===== config.mk =====
export PLATFORM = sky130hd
export DESIGN_NAME = binary_frame_fletcher_check
export DESIGN_NICKNAME = d
export VERILOG_FILES = /design/src/sv/bffc_pkg.sv /design/src/sv/bffc_core.sv /design/src/sv/binary_frame_fletcher_check.sv
export SDC_FILE = /design/constraint.sdc
export NUM_CORES = 1
export LEC_CHECK = 0
export BUFFER_PORTS_ARGS = -buffer_cell sky130_fd_sc_hd__buf_4
export CAP_MARGIN = 20
export CORE_UTILIZATION = 51
export DETAILED_ROUTE_END_ITERATION = 16
export HOLD_SLACK_MARGIN = 0.08
export PLACE_DENSITY = 0.77
export SYNTH_ARGS = -nofsm -noshare
export SYNTH_HDL_FRONTEND = slang
export SYNTH_SLANG_ARGS = --single-unit

===== constraint.sdc =====
create_clock -name clk_i -period 6.1 [get_ports clk_i]
set_input_delay 0.61 -clock clk_i [delete_from_list [all_inputs] [get_ports clk_i]]
set_output_delay 0.61 -clock clk_i [all_outputs]
set_load 0.02 [all_outputs]

===== src/sv/bffc_pkg.sv =====
// ----------------------------------------------------------------------------
// bffc_pkg: shared types and constants of the frame checker
// Status codes, frame layout constants and the result word that the
// checking core hands to the output stage.
// ----------------------------------------------------------------------------
package bffc_pkg;

  // Width of one frame byte.
  localparam int unsigned ByteW = 8;

  // Bytes ahead of the payload: class, id and two length bytes.
  localparam logic [16:0] HeaderBytes = 17'd4;

  // Header plus the two check bytes.
  localparam logic [16:0] FrameOverhead = 17'd6;

  typedef enum logic [1:0] {
    StatusOk       = 2'd0,
    StatusMismatch = 2'd1,
    StatusTooLong  = 2'd2
  } status_e;

  // One result word from the checking core.
  typedef struct packed {
    logic               valid;
    status_e            status;
    logic [ByteW-1:0]   msg_class;
    logic [ByteW-1:0]   msg_id;
    logic [15:0]        payload_length;
  } result_t;

endpackage


===== src/sv/bffc_core.sv =====
// ----------------------------------------------------------------------------
// bffc_core: frame state and Fletcher sums
// Tracks the position within a frame, keeps the header fields and both
// running sums, and decides on each byte whether a result is due.
// ----------------------------------------------------------------------------
module bffc_core #(
  parameter int MAX_FRAME_BYTES = 1024
) (
  input  logic                        clk_i,
  input  logic                        rst_ni,
  input  logic                        en_i,
  input  logic [bffc_pkg::ByteW-1:0]  data_byte_i,
  input  logic                        frame_start_i,
  output bffc_pkg::result_t           result_o
);

  localparam logic [16:0] MaxFrame = 17'(MAX_FRAME_BYTES);

  logic [16:0]               pos_q, pos_d;
  logic                      in_frame_q, in_frame_d;
  logic [15:0]               len_q, len_d;
  logic [bffc_pkg::ByteW-1:0] sum_a_q, sum_a_d;
  logic [bffc_pkg::ByteW-1:0] sum_b_q, sum_b_d;
  logic [bffc_pkg::ByteW-1:0] class_q, class_d;
  logic [bffc_pkg::ByteW-1:0] id_q, id_d;
  logic [bffc_pkg::ByteW-1:0] chk_a_q, chk_a_d;

  logic [bffc_pkg::ByteW-1:0] acc_a;
  logic [bffc_pkg::ByteW-1:0] acc_b;
  logic [15:0]                len_full;
  logic [16:0]                payload_end;

  // One Fletcher step on the incoming byte; sums restart on a frame start.
  always_comb begin
    acc_a = (frame_start_i ? '0 : sum_a_q) + data_byte_i;
    acc_b = (frame_start_i ? '0 : sum_b_q) + acc_a;
  end

  assign len_full    = {data_byte_i, len_q[7:0]};
  assign payload_end = bffc_pkg::HeaderBytes + {1'b0, len_q};

  // Next state and result for the byte on the inputs.
  always_comb begin
    pos_d      = pos_q;
    in_frame_d = in_frame_q;
    len_d      = len_q;
    sum_a_d    = sum_a_q;
    sum_b_d    = sum_b_q;
    class_d    = class_q;
    id_d       = id_q;
    chk_a_d    = chk_a_q;

    result_o                = '0;
    result_o.msg_class      = class_q;
    result_o.msg_id         = id_q;
    result_o.payload_length = len_q;

    if (frame_start_i) begin
      class_d    = data_byte_i;
      id_d       = '0;
      len_d      = '0;
      chk_a_d    = '0;
      sum_a_d    = acc_a;
      sum_b_d    = acc_b;
      pos_d      = 17'd1;
      in_frame_d = 1'b1;
    end else if (in_frame_q) begin
      if (pos_q == 17'd1) begin
        id_d    = data_byte_i;
        sum_a_d = acc_a;
        sum_b_d = acc_b;
        pos_d   = 17'd2;
      end else if (pos_q == 17'd2) begin
        len_d   = {8'd0, data_byte_i};
        sum_a_d = acc_a;
        sum_b_d = acc_b;
        pos_d   = 17'd3;
      end else if (pos_q == 17'd3) begin
        len_d   = len_full;
        sum_a_d = acc_a;
        sum_b_d = acc_b;
        pos_d   = bffc_pkg::HeaderBytes;
        // Declared length does not fit the frame limit.
        if (({1'b0, len_full} + bffc_pkg::FrameOverhead) > MaxFrame) begin
          in_frame_d              = 1'b0;
          result_o.valid          = 1'b1;
          result_o.status         = bffc_pkg::StatusTooLong;
          result_o.payload_length = len_full;
        end
      end else if (pos_q < payload_end) begin
        sum_a_d = acc_a;
        sum_b_d = acc_b;
        pos_d   = pos_q + 17'd1;
      end else if (pos_q == payload_end) begin
        chk_a_d = data_byte_i;
        pos_d   = pos_q + 17'd1;
      end else begin
        // Second check byte closes the frame.
        in_frame_d     = 1'b0;
        result_o.valid = 1'b1;
        result_o.status = (chk_a_q == sum_a_q && data_byte_i == sum_b_q) ?
                          bffc_pkg::StatusOk : bffc_pkg::StatusMismatch;
      end
    end
  end

  // State registers, updated only when a word is processed.
  always_ff @(posedge clk_i or negedge rst_ni) begin
    if (!rst_ni) begin
      pos_q      <= '0;
      in_frame_q <= 1'b0;
      len_q      <= '0;
      sum_a_q    <= '0;
      sum_b_q    <= '0;
      class_q    <= '0;
      id_q       <= '0;
      chk_a_q    <= '0;
    end else if (en_i) begin
      pos_q      <= pos_d;
      in_frame_q <= in_frame_d;
      len_q      <= len_d;
      sum_a_q    <= sum_a_d;
      sum_b_q    <= sum_b_d;
      class_q    <= class_d;
      id_q       <= id_d;
      chk_a_q    <= chk_a_d;
    end
  end

endmodule


===== src/sv/binary_frame_fletcher_check.sv =====
// ----------------------------------------------------------------------------
// binary_frame_fletcher_check: byte-wise check of binary navigation frames
// Runs the two 8-bit Fletcher sums over each frame and reports header and
// check status at most once per frame.
// ----------------------------------------------------------------------------
// Bytes enter one word per cycle while the input is not stalled, with the sync
// bytes already stripped; the class byte is flagged by frame_start_i. A word
// passes through an input register and then through the checking core into
// the output register; a new byte is taken in every cycle unless the input
// stalls. The core does its single-byte Fletcher update and position compare
// combinationally. Input stalls only while the output register holds
// a result that the receiver is stalling. A too-long declared length is
// reported on the second length byte; a frame restart mid-frame gives no result.
module binary_frame_fletcher_check #(
  parameter int MAX_FRAME_BYTES = 1024
) (
  input  logic        clk_i,
  input  logic        rst_ni,
  input  logic        in_valid_i,
  output logic        in_stall_o,
  input  logic [7:0]  data_byte_i,
  input  logic        frame_start_i,
  output logic        out_valid_o,
  input  logic        out_stall_i,
  output logic [1:0]  status_o,
  output logic [7:0]  msg_class_o,
  output logic [7:0]  msg_id_o,
  output logic [15:0] payload_length_o
);

  logic              in_valid_q;
  logic [7:0]        byte_q;
  logic              start_q;
  logic              advance;
  logic              process;
  bffc_pkg::result_t core_res;
  bffc_pkg::result_t out_d;
  bffc_pkg::result_t out_q;

  // The output register can take a new word when empty or being drained.
  assign advance    = !out_q.valid || !out_stall_i;
  assign process    = in_valid_q && advance;
  assign in_stall_o = in_valid_q && !advance;

  // Input register.
  always_ff @(posedge clk_i or negedge rst_ni) begin
    if (!rst_ni) begin
      in_valid_q <= 1'b0;
    end else if (!in_stall_o) begin
      in_valid_q <= in_valid_i;
    end
  end

  always_ff @(posedge clk_i) begin
    if (in_valid_i && !in_stall_o) begin
      byte_q  <= data_byte_i;
      start_q <= frame_start_i;
    end
  end

  bffc_core #(
    .MAX_FRAME_BYTES(MAX_FRAME_BYTES)
  ) u_core (
    .clk_i        (clk_i),
    .rst_ni       (rst_ni),
    .en_i         (process),
    .data_byte_i  (byte_q),
    .frame_start_i(start_q),
    .result_o     (core_res)
  );

  // A result is only valid when a word was actually processed.
  always_comb begin
    out_d       = core_res;
    out_d.valid = process && core_res.valid;
  end

  // Output register.
  always_ff @(posedge clk_i or negedge rst_ni) begin
    if (!rst_ni) begin
      out_q <= '0;
    end else if (advance) begin
      out_q <= out_d;
    end
  end

  assign out_valid_o      = out_q.valid;
  assign status_o         = out_q.status;
  assign msg_class_o      = out_q.msg_class;
  assign msg_id_o         = out_q.msg_id;
  assign payload_length_o = out_q.payload_length;

  // The input side only stalls behind a held result.
  assert property (@(posedge clk_i) disable iff (!rst_ni)
    in_stall_o |-> (out_valid_o && out_stall_i))
    else $error("input stalled without a held result");

  // A delivered status is always one of the defined codes.
  assert property (@(posedge clk_i) disable iff (!rst_ni)
    out_valid_o |-> (status_o == bffc_pkg::StatusOk ||
                     status_o == bffc_pkg::StatusMismatch ||
                     status_o == bffc_pkg::StatusTooLong))
    else $error("undefined status code on output");

  // A length error only reports a length beyond the frame limit.
  assert property (@(posedge clk_i) disable iff (!rst_ni)
    (out_valid_o && status_o == bffc_pkg::StatusTooLong) |->
      (({1'b0, payload_length_o} + bffc_pkg::FrameOverhead) > 17'(MAX_FRAME_BYTES)))
    else $error("length error reported for a length that fits");

endmodule

-- Word-level counts from Yosys, hierarchy flattened
Index checks and enable logic that the tools add are counted.
- $add $sub $neg: 5
- $lt $le $gt $ge: 2
- equality and inequality tests: 10
- muxes and demuxes: 59
- reductions and logical operators: 24
- operators by type and width (operator ; count):
    8-bit 2-to-1 mux ; 24
    16-bit 2-to-1 mux ; 11
    17-bit 2-to-1 mux ; 7
    17-bit by 2-bit == test with 1-bit output (second input constant) ; 2
    3-bit 2-to-1 mux ; 8
    16-bit by 3-bit adder with 17-bit output (second input constant) ; 1
    17-bit by 1-bit adder with 17-bit output (second input constant) ; 1
    3-bit by 16-bit adder with 17-bit output (first input constant) ; 1
    17-bit by 1-bit == test with 1-bit output (second input constant) ; 1
    17-bit == test ; 1
    17-bit by 11-bit greater-than comparator with 1-bit output (second input constant) ; 1
    17-bit less-than comparator ; 1
    8-bit adder ; 2
    8-bit == test ; 2
    1-bit 2-to-1 mux ; 9
    3-bit AND reduction ; 3
    2-bit != test (second input constant) ; 4
    4-bit AND reduction ; 2
    2-bit nonzero test ; 4
    7-bit AND reduction ; 1
    6-bit nonzero test ; 1
    1-bit logical AND ; 5
    5-bit nonzero test ; 1
    1-bit logical NOT ; 4
    other kinds (3) ; 3
- register bits after elaboration: 119
- input port bits: 13
- output and inout port bits: 36
- word-level logic and storage cells: 117

-- Logic depth before layout (Yosys ltp)
- depth after elaboration: 11
- mapped depth: 17
- depth with buffers taken out: 15

-- Hierarchy
A second synthesis with hierarchy kept.
- cells, all modules: 697
- area, all modules: 7145.6 um^2
- modules (own cells, without submodules) (module ; instances ; cells each ; area each (um^2) ; seq. area each (um^2)):
    bffc_core ; 1 ; 608 ; 5408.9 ; 1851.8
    binary_frame_fletcher_check ; 1 ; 89 ; 1736.7 ; 1171.1

-- Worst setup path before layout
OpenSTA, ideal clock, no wires.
- path type: register -> register
- start point: reg start_q
- end point: reg u_core.sum_b_q[7] (netlist name)
- library setup time: 0.128 ns
- arrival time: 3.341 ns
- data required time: 5.972 ns
- path slack: 2.631 ns
- cell stages (with the launch flop): 17
- path buffers: 2
- clock period less this slack: 3.469 ns
- path through: edfxtp_1 clkbuf_1 clkbuf_1 nor2b_1 ha_1 fa_1 a21o_1 a21oi_1 o21bai_1 a21oi_1 xnor2_1 ha_1 or3_1 o211ai_1 xnor2_1 a21oi_1 o22ai_1
- word-level cells in the longest chain between the ends: 9
- elaborated cells on any way between the ends: 13
- those cells by class: 2 x add/sub; 8 x mux; 3 x reduce/logical
- ends and longest elaborated chain (what ; RTL line ; text):
    start: declaration ; binary_frame_fletcher_check.sv:33 ; logic start_q;
    start signal: assignment ; binary_frame_fletcher_check.sv:57 ; start_q <= frame_start_i;
    8-bit 2-to-1 mux * ; bffc_core.sv:35 ; acc_a = (frame_start_i ? '0 : sum_a_q) + data_byte_i;
    8-bit adder * ; bffc_core.sv:35 ;
    net u_core.acc_a (one bit) ; bffc_core.sv:28 ; logic [bffc_pkg::ByteW-1:0] acc_a;
    8-bit adder * ; bffc_core.sv:36 ; acc_b = (frame_start_i ? '0 : sum_b_q) + acc_a;
    8-bit 2-to-1 mux ; bffc_core.sv:90 ; end else if (pos_q < payload_end) begin
    8-bit 2-to-1 mux ; bffc_core.sv:78 ; end else if (pos_q == 17'd3) begin
    8-bit 2-to-1 mux ; bffc_core.sv:73 ; end else if (pos_q == 17'd2) begin
    8-bit 2-to-1 mux ; bffc_core.sv:68 ; if (pos_q == 17'd1) begin
    8-bit 2-to-1 mux ; bffc_core.sv:67 ; end else if (in_frame_q) begin
    8-bit 2-to-1 mux * ; bffc_core.sv:58 ; if (frame_start_i) begin
    end signal: assignment ; bffc_core.sv:123 ; sum_b_q <= sum_b_d;
    end: declaration ; bffc_core.sv:23 ; logic [bffc_pkg::ByteW-1:0] sum_b_q, sum_b_d;
Mark *: on every way through the listed nets, which the timed path passes. The rest lies on a longest branch. The select of a mux whose other input is x is not followed.
A chain may end at the register's enable or synchronous reset.

-- Worst setup path after layout
- start point: reg u_core.len_q[3]
- end point: reg u_core.sum_b_q[7] (netlist name)
- word-level cells in the longest chain between the ends: 4
- ends and longest elaborated chain (what ; RTL line ; text):
    start: declaration ; bffc_core.sv:21 ; logic [15:0] len_q, len_d;
    start signal: assignment ; bffc_core.sv:121 ; len_q <= len_d;
    3-bit by 16-bit adder with 17-bit output ; bffc_core.sv:40 ; assign payload_end = bffc_pkg::HeaderBytes + {1'b0, len_q};
    17-bit less-than comparator ; bffc_core.sv:90 ;
    5-bit nonzero test (no line) ; - ;
    3-bit AND reduction (no line) ; - ;
No other way between the ends.

==> qor.csv <==
stage;metric;value;unit
worst_setup_path;cp_common_cell;a21oi_1;
timing;worst_pin_slew;0.979;ns
pwr;power.leakage;3.73;nW
timing;setup_viol;0;
worst_setup_path;r2r-start;u_core.len_q[3];
yosys;synth_fp_nets;781;
timing;finalCritPeriodShare;65.3;%
clock_network;cts-root-buf;clkbuf_16;
worst_hold_path;min_path_type;primary input to async pin;
timing;clock_skew;0.00796;ns
clock_network;cts_inserted_buffers;17;
clock_network;postCtsSetupRepairBufs;0;
drt;num_vias;5612;
die;rows;41;
layout;drive_gt1_share;14.5;%
clock_network;clk_latency;0.42;ns
drt;routed_wl;16.7;mm
worst_setup_path;critPathLaunch;u_core.len_q[3];
yosys;postSynthAreaPerCell;9.29;µm²
drt;via_per_inst;5.89;
drt;routedWlPerCell;17.5;µm
layout;seqCellArea;0.00302;mm²
layout;area_growth_syn_to_layout;16.6;%
drt;drtAntennaViolNets;0;
worst_setup_path;ff2ff_path_depth;13;
yosys;syn_area;0.00677;mm²
global_route;grt_pass1_wl;27.6;mm
layout;multi_input_area;0.00354;mm²
yosys;ys_seq_elements;119;
worst_setup_path;arrival;4.28;ns
timing;hold_violations;0;
global_route;grt.total_usage;26.7;%
place;port_buffers;48;
yosys;synthArstFlopShare;92.4;%
die;die-area;0.0137;mm²
place;place_hpwl;11.6;mm
layout;antenna_cells;0;
yosys;synth_edf_count;9;
global_route;grt_max_degree;79;
clock_network;hold_buffers;0;
yosys;yosysUniqueCellTypes;62;
timing;finalMaxSlewViolations;0;
clock_network;h-tree-depth;4;
yosys;postSynthCellCount;729;
worst_setup_path;crit_path_start_kind;flop;
worst_setup_path;max_stage_delay;0.58;ns
yosys;yosysTopAreaCellShare;40.6;%
pwr;ir_drop;262;µV
worst_setup_path;slowest_stage;a21oi_1;
clock_network;cts_tree;built;
clock_network;cts_resized;0;
die;core-area;0.0128;mm²
die;ioPinCount;49;
pwr;power.density;473;mW/mm²
worst_setup_path;path_cells;ha_1, nand2_1, nor2_1, nand3_1, xor2_1, ha_1, nand4_2, nor4_4, a21oi_1, a21oi_1, nor2_1, a21oi_1, o22ai_1;
timing;setup_tns;0;ns
pwr;total_power;0.00374;W
timing;setup_slack;2.12;ns
drt;drt_first_pass_iters;5;
yosys;synth_top_area_cell;dfrtp_1;
timing;relSlewSlack;34.7;%
timing;period_needed;3.98;ns
clock_network;path_clk_slew;0.06;ns
timing;grt_setup_unrepaired;no;
drt;drt_iter0_drc;358;
yosys;ys_warn_count;0;
place;place_congestion;0.904;
die;die_x;117;µm
clock_network;cts_sinks;119;
global_route;antenna_found_initial;0;
worst_setup_path;critical_path.max_fanout;11;
worst_setup_path;required;6.40;ns
status;run_status;finished, final reports clean;
global_route;first_global_vias;5532;
yosys;synthFlopType;dfrtp_1;
die;start_util;53.0;%
worst_setup_path;critPathKind;flop to flop;
timing;max_freq;251;MHz
yosys;synth-seq-area-share;44.6;%
flow_run;max_cap_violations;0;
die;die_h;117;µm
place;place_ws;2.24;ns
drt;drc;0;
yosys;synthTopCellsByArea;dfrtp_1, nand2_1, ha_1;
global_route;grt-ovfl-total;0;
layout;nFillCells;1051;
worst_setup_path;end_kind;flop;
clock_network;clk_path_buf_depth;2;
layout;finalNetCount;820;
## through the flow
stage	cells	hold WS [ns]	area (µm²)	util, %
after global placement	920	0.453	7230	56.6
after floorplan	729	0.314	6770	-
after CTS	952	0.131	7890	61.8
final	953	0.127	7900	61.8
after global routing	953	0.154	7900	61.8
after detailed placement	920	0.458	7230	56.6
## report_power, final
part,internal (W),leakage [nW],switching [W]
combinational,0.000568,1.91,0.000773
clock,0.000761,0.315,0.000367
sequential,0.00103,1.50,0.000235
## layout by cell type, fill, tap and decap left out, drive strengths merged, types with 10 or more instances in the layout
cell type | netlist | routed
a21oi | 31 | 31
a22oi | 16 | 16
and3 | 10 | 10
buf | 10 | 53
clkbuf | 23 | 18
dfrtp | 110 | 110
ha | 37 | 37
inv | 15 | 15
nand2 | 162 | 162
nand3 | 26 | 26
nand4 | 10 | 10
nor2 | 31 | 31
nor2b | 24 | 24
o21ai | 60 | 60
xnor2 | 20 | 20
xor2 | 31 | 31
## synth_stat cells, drive strengths merged (10+ instances only)
cell type / n
a22oi: 16
and3: 10
o21ai: 60
nor2: 31
xnor2: 20
xor2: 31
a21oi: 31
nand2: 162
clkbuf: 23
inv: 15
buf: 10
nand3: 26
ha: 37
nand4: 10
dfrtp: 110
nor2b: 24
## sequential cells by signal (all words and copies together), names as in the netlist, 2 cells and up
register / count
u_core.pos_q: 17
payload_length_o: 16
u_core.len_q: 16
byte_q: 8
msg_class_o: 8
msg_id_o: 8
u_core.chk_a_q: 8
u_core.class_q: 8
u_core.id_q: 8
u_core.sum_a_q: 8
u_core.sum_b_q: 8
status_o: 2
## final timing paths
check / to / slack, ns
setup / recovery: u_core.sum_b_q[7] / 2.12
hold / removal: payload_length_o[7] / 0.13
setup reg to reg: u_core.sum_b_q[7] / 2.12
hold reg to reg: msg_class_o[5] / 0.47
max in group asynchronous: msg_class_o[2] / 4.64
min in group clk_i: byte_q[4] / 0.36
## kinds of logic after synthesis
logic type / synth area share (%)
mux: 2.83
xor+xnor: 6.60
compound gates: 15.0
fa+ha+maj: 7.43
buf+inv: 3.07
flops: 44.6
simple gates: 20.5
## layer usage
metal / GRT usage, % / share of wire (%)
met5: 0 / 0
met4: 14.9 / 4.1
met3: 6.49 / 6.0
met2: 43.9 / 48
met1: 32.2 / 42
## critical path, delay by kind of cell, from the launching register on
kind,cells,cell delay (ns)
AND/OR/NAND/NOR,6,1.43
XOR/XNOR,1,0.17
adder cells (fa/ha/maj),2,0.70
flip-flops,1,0.50
AO/OA/AOI/OAI,4,1.04
## final cells by class
class | count | share of cell area, %
Timing Repair Buffer | 53 | 5.04
Multi-Input combinational cell | 561 | 44.9
Clock buffer | 18 | 5.43
Tap cell | 172 | 2.72
Sequential cell | 119 | 38.3
Clock inverter | 14 | 2.92
Inverter | 16 | 0.760
(Power assumes the default switching activity.)
